### config.mk
export PLATFORM = sky130hd
export DESIGN_NAME = rtmp_chunk_header_parser
export DESIGN_NICKNAME = d
export VERILOG_FILES = /design/src/rtl/rcph_pkg.sv /design/src/rtl/rcph_core.sv /design/src/rtl/rtmp_chunk_header_parser.sv
export SDC_FILE = /design/constraint.sdc
export NUM_CORES = 1
export LEC_CHECK = 0
export BUFFER_PORTS_ARGS = -buffer_cell sky130_fd_sc_hd__buf_4
export CORE_ASPECT_RATIO = 0.9
export CORE_MARGIN = 5
export CORE_UTILIZATION = 59
export CTS_CLUSTER_DIAMETER = 120
export DETAILED_ROUTE_END_ITERATION = 6
export GPL_TIMING_DRIVEN = 0
export PLACE_DENSITY = 0.84
export SETUP_SLACK_MARGIN = 0.05
export SYNTH_ARGS = -nofsm -noshare
export SYNTH_HDL_FRONTEND = slang
export SYNTH_HIERARCHICAL = 1
export SYNTH_SLANG_ARGS = --single-unit
### constraint.sdc
create_clock -name i_clk -period 11.33 [get_ports i_clk]
set_input_delay 1.6995 -clock i_clk [delete_from_list [all_inputs] [get_ports i_clk]]
set_output_delay 1.6995 -clock i_clk [all_outputs]
set_load 0.02 [all_outputs]
### src/rtl/rcph_pkg.sv
// Package for the chunk header parser: field widths, decode phases and
// the decoded header record. No dependencies.
package rcph_pkg;

    localparam int unsigned ByteW   = 8;
    localparam int unsigned FmtW    = 2;
    localparam int unsigned CsidW   = 17;
    localparam int unsigned TsW     = 32;
    localparam int unsigned LenW    = 24;
    localparam int unsigned TypeW   = 8;
    localparam int unsigned MsidW   = 32;
    localparam int unsigned HlenW   = 5;
    localparam int unsigned OutW    = FmtW + CsidW + TsW + LenW + TypeW + MsidW + HlenW;

    // Basic header id escapes and timestamp escape
    localparam logic [5:0]     CsidExt1   = 6'h00;
    localparam logic [5:0]     CsidExt2   = 6'h01;
    localparam logic [CsidW-1:0] CsidBase = 17'd64;
    localparam logic [FmtW-1:0] Fmt1      = 2'd1;
    localparam logic [FmtW-1:0] Fmt2      = 2'd2;
    localparam logic [FmtW-1:0] Fmt3      = 2'd3;
    localparam logic [TsW-1:0] TsEscape   = 32'h00ff_ffff;

    // Decode phase, one-hot
    typedef enum logic [18:0] {
        PH_IDLE = 19'h00001,
        PH_ID1  = 19'h00002,
        PH_ID2A = 19'h00004,
        PH_ID2B = 19'h00008,
        PH_TS0  = 19'h00010,
        PH_TS1  = 19'h00020,
        PH_TS2  = 19'h00040,
        PH_LEN0 = 19'h00080,
        PH_LEN1 = 19'h00100,
        PH_LEN2 = 19'h00200,
        PH_TYPE = 19'h00400,
        PH_MS0  = 19'h00800,
        PH_MS1  = 19'h01000,
        PH_MS2  = 19'h02000,
        PH_MS3  = 19'h04000,
        PH_EXT0 = 19'h08000,
        PH_EXT1 = 19'h10000,
        PH_EXT2 = 19'h20000,
        PH_EXT3 = 19'h40000
    } t_phase;

    // One decoded chunk header
    typedef struct packed {
        logic [FmtW-1:0]  chunk_format;
        logic [CsidW-1:0] chunk_stream_id;
        logic [TsW-1:0]   timestamp;
        logic [LenW-1:0]  message_length;
        logic [TypeW-1:0] message_type;
        logic [MsidW-1:0] message_stream_id;
        logic [HlenW-1:0] header_length;
    } t_hdr;

endpackage

### src/rtl/rcph_core.sv
// Chunk header decode: phase machine and field accumulators, one byte per
// enabled cycle, flags a complete header. Depends on rcph_pkg.
module rcph_core (
    input  logic                        i_clk,
    input  logic                        i_rst_n,
    input  logic                        i_en,
    input  logic [rcph_pkg::ByteW-1:0]  i_byte,
    input  logic                        i_start,
    output logic                        o_emit,
    output rcph_pkg::t_hdr              o_hdr
);

    rcph_pkg::t_phase r_phase, n_phase;
    logic [rcph_pkg::FmtW-1:0]  r_fmt,  n_fmt;
    logic [rcph_pkg::CsidW-1:0] r_csid, n_csid;
    logic [rcph_pkg::TsW-1:0]   r_ts,   n_ts;
    logic [rcph_pkg::LenW-1:0]  r_len,  n_len;
    logic [rcph_pkg::TypeW-1:0] r_type, n_type;
    logic [rcph_pkg::MsidW-1:0] r_msid, n_msid;
    logic [rcph_pkg::HlenW-1:0] r_cnt,  n_cnt;
    logic                       do_basic, do_body, emit;
    logic [5:0]                 low;

    // Next-state decode
    always_comb begin
        n_phase  = r_phase;
        n_fmt    = r_fmt;
        n_csid   = r_csid;
        n_ts     = r_ts;
        n_len    = r_len;
        n_type   = r_type;
        n_msid   = r_msid;
        n_cnt    = r_cnt;
        do_basic = 1'b0;
        do_body  = 1'b0;
        emit     = 1'b0;
        low      = i_byte[5:0];

        if (i_start) begin
            n_fmt  = i_byte[7:6];
            n_csid = {11'd0, low};
            n_ts   = '0;
            n_len  = '0;
            n_type = '0;
            n_msid = '0;
            n_cnt  = 5'd1;
            if (low == rcph_pkg::CsidExt1) begin
                n_phase = rcph_pkg::PH_ID1;
            end else if (low == rcph_pkg::CsidExt2) begin
                n_phase = rcph_pkg::PH_ID2A;
            end else begin
                do_basic = 1'b1;
            end
        end else if (r_phase != rcph_pkg::PH_IDLE) begin
            n_cnt = r_cnt + 5'd1;
            unique case (r_phase)
                rcph_pkg::PH_ID1: begin
                    n_csid   = rcph_pkg::CsidBase + {9'd0, i_byte};
                    do_basic = 1'b1;
                end
                rcph_pkg::PH_ID2A: begin
                    n_csid  = rcph_pkg::CsidBase + {9'd0, i_byte};
                    n_phase = rcph_pkg::PH_ID2B;
                end
                rcph_pkg::PH_ID2B: begin
                    n_csid   = r_csid + {1'b0, i_byte, 8'd0};
                    do_basic = 1'b1;
                end
                rcph_pkg::PH_TS0: begin
                    n_ts    = {8'd0, r_ts[15:0], i_byte};
                    n_phase = rcph_pkg::PH_TS1;
                end
                rcph_pkg::PH_TS1: begin
                    n_ts    = {8'd0, r_ts[15:0], i_byte};
                    n_phase = rcph_pkg::PH_TS2;
                end
                rcph_pkg::PH_TS2: begin
                    n_ts = {8'd0, r_ts[15:0], i_byte};
                    if (r_fmt == rcph_pkg::Fmt2) begin
                        do_body = 1'b1;
                    end else begin
                        n_phase = rcph_pkg::PH_LEN0;
                    end
                end
                rcph_pkg::PH_LEN0: begin
                    n_len   = {r_len[15:0], i_byte};
                    n_phase = rcph_pkg::PH_LEN1;
                end
                rcph_pkg::PH_LEN1: begin
                    n_len   = {r_len[15:0], i_byte};
                    n_phase = rcph_pkg::PH_LEN2;
                end
                rcph_pkg::PH_LEN2: begin
                    n_len   = {r_len[15:0], i_byte};
                    n_phase = rcph_pkg::PH_TYPE;
                end
                rcph_pkg::PH_TYPE: begin
                    n_type = i_byte;
                    if (r_fmt == rcph_pkg::Fmt1) begin
                        do_body = 1'b1;
                    end else begin
                        n_phase = rcph_pkg::PH_MS0;
                    end
                end
                // Message stream id arrives little-endian
                rcph_pkg::PH_MS0: begin
                    n_msid[7:0] = i_byte;
                    n_phase     = rcph_pkg::PH_MS1;
                end
                rcph_pkg::PH_MS1: begin
                    n_msid[15:8] = i_byte;
                    n_phase      = rcph_pkg::PH_MS2;
                end
                rcph_pkg::PH_MS2: begin
                    n_msid[23:16] = i_byte;
                    n_phase       = rcph_pkg::PH_MS3;
                end
                rcph_pkg::PH_MS3: begin
                    n_msid[31:24] = i_byte;
                    do_body       = 1'b1;
                end
                // Extended timestamp replaces the escaped one
                rcph_pkg::PH_EXT0: begin
                    n_ts    = {24'd0, i_byte};
                    n_phase = rcph_pkg::PH_EXT1;
                end
                rcph_pkg::PH_EXT1: begin
                    n_ts    = {r_ts[23:0], i_byte};
                    n_phase = rcph_pkg::PH_EXT2;
                end
                rcph_pkg::PH_EXT2: begin
                    n_ts    = {r_ts[23:0], i_byte};
                    n_phase = rcph_pkg::PH_EXT3;
                end
                rcph_pkg::PH_EXT3: begin
                    n_ts = {r_ts[23:0], i_byte};
                    emit = 1'b1;
                end
                default: begin
                    n_phase = rcph_pkg::PH_IDLE;
                end
            endcase
        end

        // End of basic header: body follows unless format 3
        if (do_basic) begin
            if (n_fmt == rcph_pkg::Fmt3) begin
                emit = 1'b1;
            end else begin
                n_phase = rcph_pkg::PH_TS0;
            end
        end
        // End of body: escaped timestamp pulls in four more bytes
        if (do_body) begin
            if (n_ts == rcph_pkg::TsEscape) begin
                n_phase = rcph_pkg::PH_EXT0;
            end else begin
                emit = 1'b1;
            end
        end
        if (emit) begin
            n_phase = rcph_pkg::PH_IDLE;
        end
    end

    // State registers
    always_ff @(posedge i_clk) begin
        if (!i_rst_n) begin
            r_phase <= rcph_pkg::PH_IDLE;
            r_fmt   <= '0;
            r_csid  <= '0;
            r_ts    <= '0;
            r_len   <= '0;
            r_type  <= '0;
            r_msid  <= '0;
            r_cnt   <= '0;
        end else if (i_en) begin
            r_phase <= n_phase;
            r_fmt   <= n_fmt;
            r_csid  <= n_csid;
            r_ts    <= n_ts;
            r_len   <= n_len;
            r_type  <= n_type;
            r_msid  <= n_msid;
            r_cnt   <= n_cnt;
        end
    end

    assign o_emit = i_en & emit;
    assign o_hdr  = '{chunk_format:      n_fmt,
                      chunk_stream_id:   n_csid,
                      timestamp:         n_ts,
                      message_length:    n_len,
                      message_type:      n_type,
                      message_stream_id: n_msid,
                      header_length:     n_cnt};

endmodule

### src/rtl/rtmp_chunk_header_parser.sv
// RTMP chunk header parser, top level. Input register, decode core, result
// register. Depends on rcph_pkg and rcph_core.
// A header's result is registered in the result register once the core takes its last byte beat.
// Throughput: one byte per cycle while the result slot is free or draining, set
// by the phase decode; input is taken while a result waits if the slot frees.
// Reset (synchronous, active low) empties both registers and returns the
// decoder to waiting for a header start with all fields zero.
module rtmp_chunk_header_parser (
    input  logic                          i_clk,
    input  logic                          i_rst_n,
    input  logic                          i_s_axis_tvalid,
    output logic                          o_s_axis_tready,
    input  logic [7:0]                    i_s_axis_tdata,  // data_byte
    input  logic                          i_s_axis_tuser,  // header_start
    output logic                          o_m_axis_tvalid,
    input  logic                          i_m_axis_tready,
    // chunk_format, chunk_stream_id, timestamp, message_length,
    // message_type, message_stream_id, header_length
    output logic [rcph_pkg::OutW-1:0]     o_m_axis_tdata
);

    logic                       r_in_valid;
    logic [rcph_pkg::ByteW-1:0] r_in_byte;
    logic                       r_in_start;
    logic                       r_out_valid;
    rcph_pkg::t_hdr             r_out_hdr;
    logic                       advance;
    logic                       emit;
    rcph_pkg::t_hdr             hdr;

    // Core consumes a held beat when the result slot is free or draining
    assign advance         = r_in_valid & (~r_out_valid | i_m_axis_tready);
    assign o_s_axis_tready = ~r_in_valid | advance;

    // Input register
    always_ff @(posedge i_clk) begin
        if (!i_rst_n) begin
            r_in_valid <= 1'b0;
        end else if (o_s_axis_tready) begin
            r_in_valid <= i_s_axis_tvalid;
        end
    end

    always_ff @(posedge i_clk) begin
        if (o_s_axis_tready) begin
            r_in_byte  <= i_s_axis_tdata;
            r_in_start <= i_s_axis_tuser;
        end
    end

    rcph_core u_core (
        .i_clk   (i_clk),
        .i_rst_n (i_rst_n),
        .i_en    (advance),
        .i_byte  (r_in_byte),
        .i_start (r_in_start),
        .o_emit  (emit),
        .o_hdr   (hdr)
    );

    // Result register
    always_ff @(posedge i_clk) begin
        if (!i_rst_n) begin
            r_out_valid <= 1'b0;
        end else if (emit) begin
            r_out_valid <= 1'b1;
        end else if (i_m_axis_tready) begin
            r_out_valid <= 1'b0;
        end
    end

    always_ff @(posedge i_clk) begin
        if (emit) begin
            r_out_hdr <= hdr;
        end
    end

    assign o_m_axis_tvalid = r_out_valid;
    assign o_m_axis_tdata  = {r_out_hdr.header_length,
                              r_out_hdr.message_stream_id,
                              r_out_hdr.message_type,
                              r_out_hdr.message_length,
                              r_out_hdr.timestamp,
                              r_out_hdr.chunk_stream_id,
                              r_out_hdr.chunk_format};

endmodule
==> flow_summary.toml <==
[hold_path]
hold_depth = 2
min_path_type = "reg -> reg"

[pwr]
powerDensity_mw_per_mm2 = 143
p_sw_frac = 0.233
power_switching_uw = 480
p_comb_frac = 0.070
peakVddDrop_v = 0.0000973
sequentialPowerShare = 0.507
clockPowerShare = 0.423
leakage_nw = 5.47
p_int_mw = 1.58

[setup_path]
cp_max_fo = 41
cp_top_family = "buffers and inverters"
start_kind = "input port"
slowest_stage = "clkbuf_1"
crit_type = "in -> reg"
reg2reg_from = "u_core/r_phase[16]$_SDFFE_PN0P_"
r2r-end = "o_m_axis_tdata[106]$_DFFE_PP_"
cpPeakStageDelay_ps = 700
path_cells = "buf_4 -> nor2b_2 -> nor2b_1 -> clkbuf_1 -> clkbuf_1 -> nand2_1 -> nor2_4 -> buf_12 -> buf_12"
crit_buf_inv = 5
crit_end = "o_m_axis_tdata[106]$_DFFE_PP_"
ff2ff_setup_slack_ps = 7130
startpoint = "i_m_axis_tready"
path_depth = 9
endpoint_kind = "register"
required_ps = 11550
reg2regPathDepth = 9
arrival_ps = 4630

[cells_and_area]
drive_gt1_frac = 0.168
final_cells = 1593
post-route-util = 0.716
diodes = 0
area_growth_pct = 18.8
fin_nets = 1341

[clocking]
clk_latency_ps = 540
cts_hold_buf = 0
cts_tree = "done"
clockRootBuffer = "clkbuf_16"
cts_buffers = 27
cts_setup_buffers = 0
clock-sinks = 270
clockBufferDepth = 3
clkTransAtPathRegs_ps = 60
cts_max_level = 1
ctsResizeCount = 0

[yosys]
postSynthAreaPerCell_sq_um = 10.5
ys_types = 72
synth_top_area_cell = "edfxtp_1"
ys.flop_type = "dfxtp_1"
synth_seq_cells = 270
synth_common_cells = "nor2_1, dfxtp_1, edfxtp_1"
synth_top_area_frac = 0.321
syn-num-nets = 1175
syn_inst = 1151
synthTopCellsByArea = "edfxtp_1, dfxtp_1, mux2i_1"
synthArstFlopShare = 0
yosysMostFrequentCell = "nor2_1"
synth.yosys.seq_area_share = 0.554
syn-cell-area_sq_mm = 0.0121
ys_warn_count = 6
synth_edf_count = 129

[sta]
finalHoldViolCount = 0
worst_pin_slew_ps = 1230
fin_crit_sh = 0.389
timing.fmax_ghz = 0.227
clock_skew_ps = 17.5
setup_violations = 0
timing.hold.ws_ps = 487
finalMaxSlewViolations = 0
setup_tns_ps = 0
max-slew-margin-rel = 0.172
rsz0062_at_grt = "no"
finalCriticalPeriod_ps = 4410

[floorplan]
coreArea_sq_mm = 0.0200
ios = 135
die_area_sq_mm = 0.0234
die_h_microns = 146
rows = 49
fp.dieW_microns = 161
start_util = 0.603

[outcome]
status = "complete, but fails checks"
violations = "design-rule violations"

[placed_design]
port-buffer-count = 134
dp_cells = 1543
hpwl_microns = 22800
place_congestion = 0.972

[global_routing]
grt_antenna_before_repair = 0
grt_pass1_wl_microns = 51400
gr-total-overflow = 0
grt_max_degree = 42
grt_pass1_vias = 9343
globalRouteTotalUtil = 0.271

[route]
viasPerCell = 6.13
postRouteAntennaNets = 0
drtPass1Iterations = 7
detail_route.wl_per_cell_microns = 21.0
drc = 13
routed-via-count = 9758
drt_iter0_drc = 1115
routed_wl_microns = 33400

[job]
cap_viol_max_count = 0
## sequential cells by signal (all words and copies together), names as in the netlist
signal and cells:
r_in_valid 1, u_core/r_csid 17, u_core/r_len 24, u_core/r_ts 32, u_core/r_cnt 5, o_m_axis_tdata 120
o_m_axis_tvalid 1, u_core/r_msid 32, r_in_byte 8, u_core/r_phase 19, u_core/r_fmt 2, r_in_start 1
u_core/r_type 8
## worst reg2reg max path: stages (launching register included)
cell	delay [ps]
dfxtp_1	400
nor3_1	600
nand4_1	420
nor4_1	610
nor4_2	100
o21ai_1	310
nand2_1	180
nor2_4	700
buf_12	290
buf_12	260
## worst min-delay path by stage
stage                                       start                       endpoint  slack [ps]
global route        u_core/r_csid[7]$_SDFFE_PN0P_  u_core/r_csid[7]$_SDFFE_PN0P_         520
floorplan           u_core/r_csid[0]$_SDFFE_PN0P_  u_core/r_csid[0]$_SDFFE_PN0P_         450
detailed placement  u_core/r_csid[3]$_SDFFE_PN0P_  u_core/r_csid[3]$_SDFFE_PN0P_         480
CTS                 u_core/r_csid[0]$_SDFFE_PN0P_  u_core/r_csid[0]$_SDFFE_PN0P_         490
global placement    u_core/r_csid[1]$_SDFFE_PN0P_  u_core/r_csid[1]$_SDFFE_PN0P_         470
finish              u_core/r_csid[0]$_SDFFE_PN0P_  u_core/r_csid[0]$_SDFFE_PN0P_         490
## per-layer routing
layer | GRT usage | share of wire | vias to the layer above
li1 | - | - | 4503
met1 | 0.378 | 0.41 | 4633
met2 | 0.425 | 0.45 | 543
met3 | 0.0677 | 0.11 | 77
met4 | 0.0716 | 0.028 | 2
met5 | 0.0269 | 0.0025 | -
## kinds of logic (layout without fill, tap and decap cells)
family                     Yosys count  in the layout  synth area share
adders and majority gates           11             11            0.0120
buffers and inverters               96            283            0.0321
and+or+nand+nor                    446            446             0.180
AOI/OAI and AO/OA                  191            191             0.109
muxes                              123            123             0.103
xor gates and xnor gates            14             14            0.0101
DFF                                270            270             0.554
## cells in the final DEF, fill, tap and decap left out, drive strengths merged, types with 4 or more instances in the layout
cell	n
nand3	37
o31a	10
nor2b	6
o31ai	28
o211a	15
o21ai	34
nand4b	5
xor2	8
xnor2	6
buf	156
clkbuf	107
and3	6
and4	5
a22o	10
or3	5
nor4	16
nor2	154
ha	10
dfxtp	141
a21oi	52
inv	15
and2	26
nand4	11
mux2i	117
nor3	26
or2	14
a31oi	4
a21o	7
edfxtp	129
mux2	6
clkinv	4
nand2	118
## power by group through the flow
| stage | logic [mW] | clock network, mW | registers [mW] |
|---|---|---|---|
| 6_report | 0.145 | 0.871 | 1.04 |
| 5_1_grt | 0.152 | 0.925 | 1.04 |
| 3_5_place_dp | 0.139 | 0 | 1.06 |
| 4_1_cts | 0.140 | 0.879 | 1.04 |
| 3_3_place_gp | 0.137 | 0 | 1.06 |
| 2_1_floorplan | 0.0827 | 0 | 1.07 |
## layout make-up
cell class | count | area (sq um)
Clock buffer | 43 | 832
Clock inverter | 7 | 41.3
Multi-Input combinational cell | 785 | 5010
Inverter | 13 | 48.8
Sequential cell | 270 | 6700
Buffer | 83 | 339
Timing Repair Buffer | 137 | 1070
Fill cell | 1391 | 5700
Tap cell | 255 | 319
## stage by stage
step	setup WS (ps)	total power, mW	area (sq um)
after detailed placement	6390	1.20	13500
after floorplan	2900	1.15	12100
final	6920	2.06	14300
after CTS	6920	2.06	14300
after global placement	370	1.20	13400
after global routing	6750	2.12	14300
(Power assumes the default switching activity.)
